<file path="config.mk">
export PLATFORM = sky130hd
export DESIGN_NAME = programmable_priority_fsm_engine_top
export DESIGN_NICKNAME = d
export VERILOG_FILES = /design/src/rtl/core/ppfe_pkg.sv /design/src/rtl/core/ppfe_slot_ram.sv /design/src/rtl/core/programmable_priority_fsm_engine_top.sv
export VERILOG_INCLUDE_DIRS = /design/src /design/src/rtl/core
export SDC_FILE = /design/constraint.sdc
export NUM_CORES = 2
export LEC_CHECK = 0
export BUFFER_PORTS_ARGS = -buffer_cell sky130_fd_sc_hd__buf_4
export CELL_PAD_IN_SITES_DETAIL_PLACEMENT = 1
export CELL_PAD_IN_SITES_GLOBAL_PLACEMENT = 1
export CORE_MARGIN = 2
export CORE_UTILIZATION = 45
export DETAILED_ROUTE_END_ITERATION = 6
export GPL_ROUTABILITY_DRIVEN = 0
export PLACE_DENSITY_LB_ADDON = 0.1
export SETUP_SLACK_MARGIN = 0.5
export SKIP_LAST_GASP = 1
export SLEW_MARGIN = 0
export SYNTH_ARGS = -nofsm -noshare
export SYNTH_HDL_FRONTEND = slang
export SYNTH_HIERARCHICAL = 1
export SYNTH_SLANG_ARGS = --single-unit
export TNS_END_PERCENT = 5
</file>
<file path="constraint.sdc">
create_clock -name i_clk -period 5.4 [get_ports i_clk]
set_clock_uncertainty 0.15 [all_clocks]
set_input_delay 0.54 -clock i_clk [delete_from_list [all_inputs] [get_ports i_clk]]
set_output_delay 0.54 -clock i_clk [all_outputs]
set_load 0.01 [all_outputs]
</file>
<file path="src/rtl/core/programmable_priority_fsm_engine_top_macros.svh">
// Assertion helpers for the priority FSM engine.
// They expect i_clk and i_rst_n in the enclosing module.
`ifndef PROGRAMMABLE_PRIORITY_FSM_ENGINE_TOP_MACROS_SVH
`define PROGRAMMABLE_PRIORITY_FSM_ENGINE_TOP_MACROS_SVH

// same-cycle implication
`define PPFE_ASSERT_IMP(lbl, ante, cons, msg) \
    lbl: assert property (@(posedge i_clk) disable iff (!i_rst_n) (ante) |-> (cons)) \
        else $error(msg);

// next-cycle implication
`define PPFE_ASSERT_NXT(lbl, ante, cons, msg) \
    lbl: assert property (@(posedge i_clk) disable iff (!i_rst_n) (ante) |=> (cons)) \
        else $error(msg);

`endif

</file>
<file path="src/rtl/core/ppfe_pkg.sv">
package ppfe_pkg;

    localparam int MAX_STATES = 16;
    localparam int MAX_EVENTS = 16;
    localparam int PRIO_W     = 16;   // widest stored priority

    // request operations
    localparam logic [2:0] OP_WR_SLOT = 3'd0;
    localparam logic [2:0] OP_WR_EN   = 3'd1;
    localparam logic [2:0] OP_WR_FB   = 3'd2;
    localparam logic [2:0] OP_EVENT   = 3'd3;
    localparam logic [2:0] OP_REEVAL  = 3'd4;
    localparam logic [2:0] OP_FORCE   = 3'd5;

    // configuration register indexes
    localparam logic [1:0] CFG_STATE_COUNT   = 2'd0;
    localparam logic [1:0] CFG_EVENT_COUNT   = 2'd1;
    localparam logic [1:0] CFG_DEFAULT_STATE = 2'd2;
    localparam logic [1:0] CFG_DEFAULT_SET   = 2'd3;

    typedef struct packed {
        logic [2:0] op;
        logic [3:0] state_idx;
        logic [2:0] slot_idx;
        logic [3:0] event_id;
        logic [3:0] target_idx;
        logic       target_is_last;
        logic [7:0] priority_req;
        logic       entry_valid;
        logic       enable;
        logic [3:0] fallback_idx;
        logic       fallback_valid;
        logic       enter_default;
    } t_req;

    typedef struct packed {
        logic [3:0] current_state;
        logic       current_valid;
        logic [3:0] previous_state;
        logic       changed;
        logic       accepted;
    } t_rsp;

    // one transition slot
    typedef struct packed {
        logic              valid;
        logic [3:0]        ev;
        logic [3:0]        tgt;
        logic              to_last;
        logic [PRIO_W-1:0] prio;
    } t_slot;

    // index below a 5-bit count register
    function automatic logic fits(input logic [3:0] idx, input logic [4:0] cnt);
        return {1'b0, idx} < cnt;
    endfunction

endpackage

</file>
<file path="src/rtl/core/ppfe_slot_ram.sv">
module ppfe_slot_ram #(
    parameter int SLOTS_PER_STATE = 8,
    parameter int PRIORITY_BITS   = 8
) (
    input  logic                 i_clk,
    input  logic                 i_rst_n,
    output logic                 o_ready,
    input  logic                 i_wr_en,
    input  logic [4+((SLOTS_PER_STATE > 1) ? $clog2(SLOTS_PER_STATE) : 1)-1:0] i_wr_addr,
    input  ppfe_pkg::t_slot      i_wr_data,
    input  logic                 i_rd_en,
    input  logic [4+((SLOTS_PER_STATE > 1) ? $clog2(SLOTS_PER_STATE) : 1)-1:0] i_rd_addr,
    output ppfe_pkg::t_slot      o_rd_data
);
    import ppfe_pkg::*;

    localparam int SW    = (SLOTS_PER_STATE > 1) ? $clog2(SLOTS_PER_STATE) : 1;
    localparam int AW    = 4 + SW;
    localparam int DEPTH = 1 << AW;
    localparam int DW    = 10 + PRIORITY_BITS;

    logic [DW-1:0] mem [0:DEPTH-1];
    logic [DW-1:0] r_rd_word;
    logic [AW-1:0] r_clr_addr;
    logic          r_clr_busy;
    logic [DW-1:0] wr_word;

    assign wr_word = {i_wr_data.valid, i_wr_data.ev, i_wr_data.tgt, i_wr_data.to_last,
                      i_wr_data.prio[PRIORITY_BITS-1:0]};

    // clearing sweep after reset, one word a cycle
    always_ff @(posedge i_clk) begin
        if (!i_rst_n) begin
            r_clr_busy <= 1'b1;
            r_clr_addr <= '0;
        end else if (r_clr_busy) begin
            r_clr_addr <= r_clr_addr + 1'b1;
            if (r_clr_addr == AW'(DEPTH - 1)) begin
                r_clr_busy <= 1'b0;
            end
        end
    end

    always_ff @(posedge i_clk) begin
        if (r_clr_busy) begin
            mem[r_clr_addr] <= '0;
        end else if (i_wr_en) begin
            mem[i_wr_addr] <= wr_word;
        end
        if (i_rd_en) begin
            r_rd_word <= mem[i_rd_addr];
        end
    end

    assign o_ready           = !r_clr_busy;
    assign o_rd_data.valid   = r_rd_word[DW-1];
    assign o_rd_data.ev      = r_rd_word[DW-2 -: 4];
    assign o_rd_data.tgt     = r_rd_word[DW-6 -: 4];
    assign o_rd_data.to_last = r_rd_word[PRIORITY_BITS];
    assign o_rd_data.prio    = PRIO_W'(r_rd_word[PRIORITY_BITS-1:0]);

endmodule

</file>
<file path="src/rtl/core/programmable_priority_fsm_engine_top.sv">
// Channel   Direction  Handshake                  Payload
// request   in         i_in_valid / o_in_stall    i_in_req  (ppfe_pkg::t_req)
// result    out        o_out_valid / i_out_stall  o_out_rsp (ppfe_pkg::t_rsp)
// config    in         i_cfg_we, no wait          i_cfg_idx, i_cfg_data
//
// Applied event request: the result waits for the slot scan, which reads and compares one
//   table word a cycle, walking all SLOTS_PER_STATE slots of the current state.
// Every other request, a refused event included, skips the scan. One request in flight; a new
//   one is taken on the cycle after the result is loaded, even if that result is still stalled.
// After reset the slot table is swept clear, all 16 * 2^SW words (128 by default),
//   with o_in_stall high; config writes still land.
// Result register holds while it is valid and i_out_stall is high.
`include "programmable_priority_fsm_engine_top_macros.svh"

module programmable_priority_fsm_engine_top #(
    parameter int SLOTS_PER_STATE = 8,
    parameter int PRIORITY_BITS   = 8
) (
    input  logic           i_clk,
    input  logic           i_rst_n,
    input  logic           i_in_valid,
    output logic           o_in_stall,
    input  ppfe_pkg::t_req i_in_req,
    output logic           o_out_valid,
    input  logic           i_out_stall,
    output ppfe_pkg::t_rsp o_out_rsp,
    input  logic           i_cfg_we,
    input  logic [1:0]     i_cfg_idx,
    input  logic [4:0]     i_cfg_data
);
    import ppfe_pkg::*;

    localparam int SW = (SLOTS_PER_STATE > 1) ? $clog2(SLOTS_PER_STATE) : 1;
    localparam int AW = 4 + SW;
    localparam logic [SW:0]       SLOTS_C   = (SW + 1)'(SLOTS_PER_STATE);
    localparam logic [6:0]        SLOTS_L   = 7'(SLOTS_PER_STATE);
    localparam logic [PRIO_W-1:0] PRIO_MASK = PRIO_W'((32'd1 << PRIORITY_BITS) - 32'd1);

    // sequencer codes
    localparam logic [2:0] S_INIT = 3'd0;  // table sweep running
    localparam logic [2:0] S_IDLE = 3'd1;
    localparam logic [2:0] S_EXEC = 3'd2;  // decode and apply
    localparam logic [2:0] S_SCAN = 3'd3;  // slot walk for an event
    localparam logic [2:0] S_RESP = 3'd4;  // load result register

    // configuration
    logic [4:0] r_state_count;
    logic [4:0] r_event_count;
    logic [3:0] r_default_state;
    logic       r_default_set;

    // engine state
    logic [3:0] r_cur;
    logic       r_cur_known;
    logic [3:0] r_prev;
    logic       r_prev_known;
    logic [MAX_STATES-1:0] r_en;
    logic [MAX_STATES-1:0] r_fb_ok;
    logic [3:0] r_fb [0:MAX_STATES-1];

    // sequencer
    logic [2:0]               r_state;
    t_req                     r_req;
    logic [SW:0]              r_slot;
    logic                     r_pend;
    logic                     r_found;
    logic [PRIORITY_BITS-1:0] r_best;
    logic [3:0]               r_dest;
    logic                     r_acc;
    logic                     r_chg;
    logic                     r_out_valid;
    t_rsp                     r_out;

    logic                     ram_ready;
    t_slot                    rd;
    t_slot                    wr_data;
    logic                     wr_en;
    logic [AW-1:0]            wr_addr;
    logic [AW-1:0]            rd_addr;

    logic                     in_acc;
    logic                     cur_ok;
    logic                     default_ok;
    logic                     slot_wr_ok;
    logic                     scan_issue;
    logic                     scan_done;
    logic                     hit;
    logic [3:0]               cand;
    logic                     take;
    logic                     n_found;
    logic [PRIORITY_BITS-1:0] n_best;
    logic [3:0]               n_dest;
    logic                     mv_en;
    logic [3:0]               mv_tgt;
    logic                     resp_load;

    assign o_in_stall = (r_state != S_IDLE);
    assign in_acc     = i_in_valid && !o_in_stall;
    assign cur_ok     = r_cur_known && fits(r_cur, r_state_count);
    assign default_ok = r_default_set && fits(r_default_state, r_state_count);

    // slot write legality: clearing needs only a live state and slot
    assign slot_wr_ok = fits(r_req.state_idx, r_state_count)
                     && ({4'd0, r_req.slot_idx} < SLOTS_L)
                     && (!r_req.entry_valid
                         || (fits(r_req.event_id, r_event_count)
                             && (r_req.target_is_last
                                 || fits(r_req.target_idx, r_state_count))));

    assign wr_en           = (r_state == S_EXEC) && (r_req.op == OP_WR_SLOT) && slot_wr_ok;
    assign wr_addr         = {r_req.state_idx, SW'(r_req.slot_idx)};
    assign wr_data.valid   = r_req.entry_valid;
    assign wr_data.ev      = r_req.event_id;
    assign wr_data.tgt     = r_req.target_is_last ? 4'd0 : r_req.target_idx;
    assign wr_data.to_last = r_req.target_is_last;
    assign wr_data.prio    = {8'd0, r_req.priority_req} & PRIO_MASK;

    // slot scan: read slot k while judging slot k-1
    assign scan_issue = (r_state == S_SCAN) && (r_slot < SLOTS_C);
    assign scan_done  = (r_state == S_SCAN) && r_pend && (r_slot == SLOTS_C);
    assign rd_addr    = {r_cur, r_slot[SW-1:0]};

    assign hit  = r_pend && rd.valid && (rd.ev == r_req.event_id)
               && (!r_found || (rd.prio[PRIORITY_BITS-1:0] > r_best));
    assign cand = rd.to_last ? r_prev : rd.tgt;
    assign take = hit && (!rd.to_last || r_prev_known)
               && fits(cand, r_state_count) && r_en[cand];

    assign n_found = r_found || take;
    assign n_best  = take ? rd.prio[PRIORITY_BITS-1:0] : r_best;
    assign n_dest  = take ? cand : r_dest;

    // moves that shift current into last
    always_comb begin
        mv_en  = 1'b0;
        mv_tgt = r_dest;
        if (scan_done) begin
            mv_en  = n_found;
            mv_tgt = n_dest;
        end else if (r_state == S_EXEC) begin
            case (r_req.op)
                OP_REEVAL: begin
                    if (cur_ok && !r_en[r_cur]) begin
                        if (r_fb_ok[r_cur] && fits(r_fb[r_cur], r_state_count)) begin
                            mv_en  = 1'b1;
                            mv_tgt = r_fb[r_cur];
                        end else if (default_ok) begin
                            mv_en  = 1'b1;
                            mv_tgt = r_default_state;
                        end
                    end
                end
                OP_FORCE: begin
                    if (!r_req.enter_default && fits(r_req.state_idx, r_state_count)) begin
                        mv_en  = 1'b1;
                        mv_tgt = r_req.state_idx;
                    end
                end
                default: begin
                    mv_en = 1'b0;
                end
            endcase
        end
    end

    assign resp_load = (r_state == S_RESP) && (!r_out_valid || !i_out_stall);

    ppfe_slot_ram #(
        .SLOTS_PER_STATE (SLOTS_PER_STATE),
        .PRIORITY_BITS   (PRIORITY_BITS)
    ) u_slot_ram (
        .i_clk     (i_clk),
        .i_rst_n   (i_rst_n),
        .o_ready   (ram_ready),
        .i_wr_en   (wr_en),
        .i_wr_addr (wr_addr),
        .i_wr_data (wr_data),
        .i_rd_en   (scan_issue),
        .i_rd_addr (rd_addr),
        .o_rd_data (rd)
    );

    // configuration registers
    always_ff @(posedge i_clk) begin
        if (!i_rst_n) begin
            r_state_count   <= 5'd16;
            r_event_count   <= 5'd16;
            r_default_state <= 4'd0;
            r_default_set   <= 1'b0;
        end else if (i_cfg_we) begin
            case (i_cfg_idx)
                CFG_STATE_COUNT:   r_state_count   <= i_cfg_data;
                CFG_EVENT_COUNT:   r_event_count   <= i_cfg_data;
                CFG_DEFAULT_STATE: r_default_state <= i_cfg_data[3:0];
                CFG_DEFAULT_SET:   r_default_set   <= i_cfg_data[0];
                default:           r_default_set   <= r_default_set;
            endcase
        end
    end

    // fallback targets, read only under r_fb_ok; a refused write keeps the old one
    always_ff @(posedge i_clk) begin
        if (r_state == S_EXEC && r_req.op == OP_WR_FB && r_req.fallback_valid
                && fits(r_req.state_idx, r_state_count)
                && fits(r_req.fallback_idx, r_state_count)) begin
            r_fb[r_req.state_idx] <= r_req.fallback_idx;
        end
    end

    always_ff @(posedge i_clk) begin
        if (r_state == S_SCAN) begin
            r_best <= n_best;
            r_dest <= n_dest;
        end
        if (in_acc) begin
            r_req <= i_in_req;
        end
        if (resp_load) begin
            r_out.current_state  <= r_cur;
            r_out.current_valid  <= r_cur_known;
            r_out.previous_state <= r_prev;
            r_out.changed        <= r_chg;
            r_out.accepted       <= r_acc;
        end
    end

    // sequencer and engine state
    always_ff @(posedge i_clk) begin
        if (!i_rst_n) begin
            r_state      <= S_INIT;
            r_cur        <= 4'd0;
            r_cur_known  <= 1'b0;
            r_prev       <= 4'd0;
            r_prev_known <= 1'b0;
            r_en         <= '1;
            r_fb_ok      <= '0;
            r_slot       <= '0;
            r_pend       <= 1'b0;
            r_found      <= 1'b0;
            r_acc        <= 1'b0;
            r_chg        <= 1'b0;
            r_out_valid  <= 1'b0;
        end else begin
            if (resp_load) begin
                r_out_valid <= 1'b1;
            end else if (!i_out_stall) begin
                r_out_valid <= 1'b0;
            end

            if (mv_en) begin
                r_prev       <= r_cur;
                r_prev_known <= r_cur_known;
                r_cur        <= mv_tgt;
                r_cur_known  <= 1'b1;
                r_chg        <= 1'b1;
            end

            case (r_state)
                S_INIT: begin
                    if (ram_ready) begin
                        r_state <= S_IDLE;
                    end
                end
                S_IDLE: begin
                    if (in_acc) begin
                        r_state <= S_EXEC;
                    end
                end
                S_EXEC: begin
                    r_state <= S_RESP;
                    r_acc   <= 1'b0;
                    if (!mv_en) begin
                        r_chg <= 1'b0;
                    end
                    case (r_req.op)
                        OP_WR_SLOT: begin
                            r_acc <= slot_wr_ok;
                        end
                        OP_WR_EN: begin
                            if (fits(r_req.state_idx, r_state_count)) begin
                                r_en[r_req.state_idx] <= r_req.enable;
                                r_acc                 <= 1'b1;
                            end
                        end
                        OP_WR_FB: begin
                            if (fits(r_req.state_idx, r_state_count)) begin
                                if (!r_req.fallback_valid) begin
                                    r_fb_ok[r_req.state_idx] <= 1'b0;
                                    r_acc                    <= 1'b1;
                                end else if (fits(r_req.fallback_idx, r_state_count)) begin
                                    r_fb_ok[r_req.state_idx] <= 1'b1;
                                    r_acc                    <= 1'b1;
                                end
                            end
                        end
                        OP_EVENT: begin
                            if (fits(r_req.event_id, r_event_count) && cur_ok) begin
                                r_acc   <= 1'b1;
                                r_slot  <= '0;
                                r_pend  <= 1'b0;
                                r_found <= 1'b0;
                                r_state <= S_SCAN;
                            end
                        end
                        OP_REEVAL: begin
                            r_acc <= cur_ok;
                        end
                        OP_FORCE: begin
                            if (r_req.enter_default) begin
                                // both last and current take the default
                                if (default_ok) begin
                                    r_prev       <= r_default_state;
                                    r_prev_known <= 1'b1;
                                    r_cur        <= r_default_state;
                                    r_cur_known  <= 1'b1;
                                    r_chg        <= 1'b1;
                                    r_acc        <= 1'b1;
                                end
                            end else begin
                                r_acc <= fits(r_req.state_idx, r_state_count);
                            end
                        end
                        default: begin
                            r_acc <= 1'b0;
                        end
                    endcase
                end
                S_SCAN: begin
                    r_slot  <= r_slot + (SW + 1)'(scan_issue);
                    r_pend  <= scan_issue;
                    r_found <= n_found;
                    if (scan_done) begin
                        r_state <= S_RESP;
                    end
                end
                S_RESP: begin
                    if (resp_load) begin
                        r_state <= S_IDLE;
                    end
                end
                default: begin
                    r_state <= S_IDLE;
                end
            endcase
        end
    end

    assign o_out_valid = r_out_valid;
    assign o_out_rsp   = r_out;

    `PPFE_ASSERT_NXT(a_accept_to_exec, in_acc, r_state == S_EXEC, "request not decoded")
    `PPFE_ASSERT_IMP(a_changed_accepted, o_out_valid, !o_out_rsp.changed || o_out_rsp.accepted, "change on refused request")
    `PPFE_ASSERT_IMP(a_changed_known, o_out_valid && o_out_rsp.changed, o_out_rsp.current_valid, "change without current state")
    `PPFE_ASSERT_IMP(a_scan_bound, r_state == S_SCAN, r_slot <= SLOTS_C, "slot walk overran")
    `PPFE_ASSERT_IMP(a_scan_dest, r_state == S_SCAN && r_found, r_en[r_dest], "chosen target disabled")

endmodule
</file>
==> implementation parameters <==
Parameter                              Value

Clocking
  TritonCTS buffer count ... approximately 280
  Buffer depth of the longest clock path ... 4
  H-tree lvl count ... 5
  Clock-pin slew on the worst setup and hold paths ... 60 ps
  Insertion delay of the later-clocked pin in the worst-skew pair ... approximately 930 ps
  CTS tree ... done
  Clock Root Buffer ... clkbuf_16
  # clock sinks ... approximately 2500

Critical path
  Cell depth of the worst flop-to-flop path ... 14
  Critical path data arrival time ... slightly above 5000 ps
  Endpoint of the lowest-slack register-to-register path ... u_slot_ram/mem[78][10]
  Startpoint types ... flip-flop
  Critical path type ... flip-flop to flip-flop
  Data required time at the worst endpoint ... just under 6000 ps
  Critical Path Start ... r_req[30]
  R2R Setup Slk ... 680 ps
  Crit. End Element ... flip-flop
  Largest driver fanout on the critical path ... 18
  Startpoint of the most critical register-to-register path ... r_req[30]

Min path
  Hold path startpoint ... i_in_req[5]
  Min-Delay Path Class ... primary input to flip-flop
  Hold endpoint ... r_req[5]
  Worst hold path stage count ... 2

Final layout
  Filler cell count in the final layout ... roughly 19000
  Layout net count ... 4815
  Area growth, synth to finish ... 15.97%
  Final Instance Area ... roughly 110000 um2
  Cell Count, Final, Fillers Out ... between 7000 and 8000
  Fraction of layout instances using a drive strength above 1 ... 34.61%

Yosys
  Synthesized netlist net count ... ~4300
  Total number of yosys warnings ... 6
  Avg Inst Size Synth ... 23.03 um2
  Netlist Area Pre-Place ... between 90000 and 100000 um2
  Post-Synthesis Cells ... approximately 4300

Timing
  Final setup vio count ... 0
  Final number of hold-violating endpoints ... 0
  Max-slew headroom ... approximately 14%
  RSZ-0062 raised after global routing ... true
  Worst Slack Setup Final ... between 600 and 700 ps
  Min cycle time layout ... around 4700 ps
  Fmax ... 212.0 MHz
  Share of the clock period used by the worst path after layout ... 87.36%
  Slew Limit Fails ... 0
  Worst Max-Slew Pin Slew ... ~1300 ps
  Final setup TNS ... 0 ps

Floorplan
  Number of placed I/O pins ... 60
  Number of placement rows ... roughly 170
  Area enclosed by the die boundary ... between 200000 and 250000 um2
  Initial Util ... around 45%
  Vert. Die Dim ... 470.9 um
  Core area ... 217000 um2
  Die X ... 470.9 um

GRT
  Global-route wire length before repair ... approximately 380000 um
  Antenna violations before repair ... 29
  Maximum number of pins on one net before global-route repair ... approximately 130
  GRT Resource Usage Total ... between 20% and 30%
  Remaining global-route overflow ... 0
  Number of global-route vias before repair ... a little under 50000

Detailed routing
  Final Routed Wirelength ... around 270000 um
  First drt pass iteration count ... 6
  Detailed-route vias per instance ... 6.002
  Residual DRC ... 0
  Number of vias after detailed routing ... approximately 47000
  Initial DRC count ... about 5500
  Antenna-violating nets left ... 0
  Drt wl/cell ... about 34 um

Place
  Buffers on Ports ... 59
  Placed Instance Area ... between 100000 and 150000 um2
  Detailed placer's ending HPWL ... between 150000 and 200000 um
  Placed insts ... slightly above 7000
  Pre-CTS WS ... between 200 and 250 ps

Run status
  Outcome ... finished clean

Pwr
  Leakage ... ~0.034 uW
  P per Cell Area ... between 300 and 400 nW/um2
  Maximum vdd drop ... 0.3722 mV

Flow run
  Count of maximum capacitance violations ... 0
through the flow:
stage / util, % / total power (uW) / hold WS [ps]
floorplan: - / 21760 / 253.0
global placement: 48.25 / 21990 / 278.8
detailed placement: 48.25 / 22000 / 271.2
CTS: 52.39 / 39880 / 100.6
global route: 52.43 / 40590 / 126.7
finish: 52.44 / 39510 / 178.7
power breakdown:
| part | switching (uW) | leakage (uW) | internal, uW | total [uW] |
|---|---|---|---|---|
| clock network | 7500 | 0.00413 | 10400 | 17900 |
| logic | 248 | 0.00717 | 151 | 399 |
| registers | 21.4 | 0.0228 | 21200 | 21200 |
| total | 7770 | 0.0341 | 31700 | 39500 |
what timing repair did:
item                       4_1_cts  5_1_grt
gates resized for setup          8       17
buffers inserted                 0        3
pin swaps                        1        4
hold endpoints to repair        65        0
cloned                           0        1
hold buffers                    52        0
setup endpoints to repair     1502     1936
flip-flops by register name, indices dropped and copies added, names as in the netlist, 3 cells and up, named ones only:
register               flops
r_req                     35
r_en                      16
r_default_state            4
o_out_rsp                 11
r_cur                      4
u_slot_ram/r_rd_word      18
r_slot                     4
r_prev                     4
r_fb                      64
r_state_count              5
u_slot_ram/mem          2304
r_best                     8
u_slot_ram/r_clr_addr      7
r_event_count              5
r_dest                     4
r_state                    3
worst max-delay path: stages, from the launching register on:
cell and delay (ps):
edfxtp_1 410, ha_1 310, a21oi_1 170, o21ai_0 150
a21oi_1 250, nor2_1 90, or3_1 370, a211oi_2 260
and2_4 260, buf_4 180, or4bb_1 390, o21ai_0 270
nand3_2 490, nor2_2 230, buf_4 360
placed cells by master, fill, tap and decap left out, drive strengths merged, types with 9 or more instances in the layout:
master / n
a21boi: 19
clkinv: 96
nand3: 39
mux4: 788
a21oi: 25
bufinv: 11
nor2b: 32
a21o: 15
nor2: 165
and2: 25
o21ai: 22
mux2: 25
nand2: 121
nand2b: 20
dfxtp: 77
buf: 353
edfxtp: 2444
dlygate4sd3: 52
ha: 35
inv: 30
mux2i: 48
o211ai: 9
nor3: 19
clkbuf: 363
layout make-up:
cell class	instances	area, um2	area share (%)
Antenna cell	5	12.51	0.01100
Clock buffer	363	7592	6.674
Clock inverter	116	850.8	0.7479
Inverter	27	101.3	0.08908
Multi-Input combinational cell	1495	22590	19.85
Sequential cell	2521	74960	65.89
Tap cell	2854	3571	3.139
Timing Repair Buffer	405	4098	3.602
how the worst max path moves through the flow:
stage | to | cells after the start
after floorplan | u_slot_ram/mem[0][0] | 11
after global placement | u_slot_ram/mem[6][10] | 14
after detailed placement | u_slot_ram/mem[6][10] | 14
after CTS | u_slot_ram/mem[99][1] | 15
after global routing | u_slot_ram/mem[31][2] | 14
final | u_slot_ram/mem[78][10] | 14
metal layers:
metal | wire, um | share of wire, % | up-vias | track usage [%]
met5 | 20 | 0.0075 | - | 0
met4 | 5281 | 2.0 | 4 | 5.255
met3 | 17420 | 6.5 | 333 | 3.971
met2 | 128800 | 48 | 1652 | 38.29
met1 | 115100 | 43 | 25690 | 36.00
li1 | - | - | 19060 | -
No activity file was read; power rests on OpenSTA's default activity.
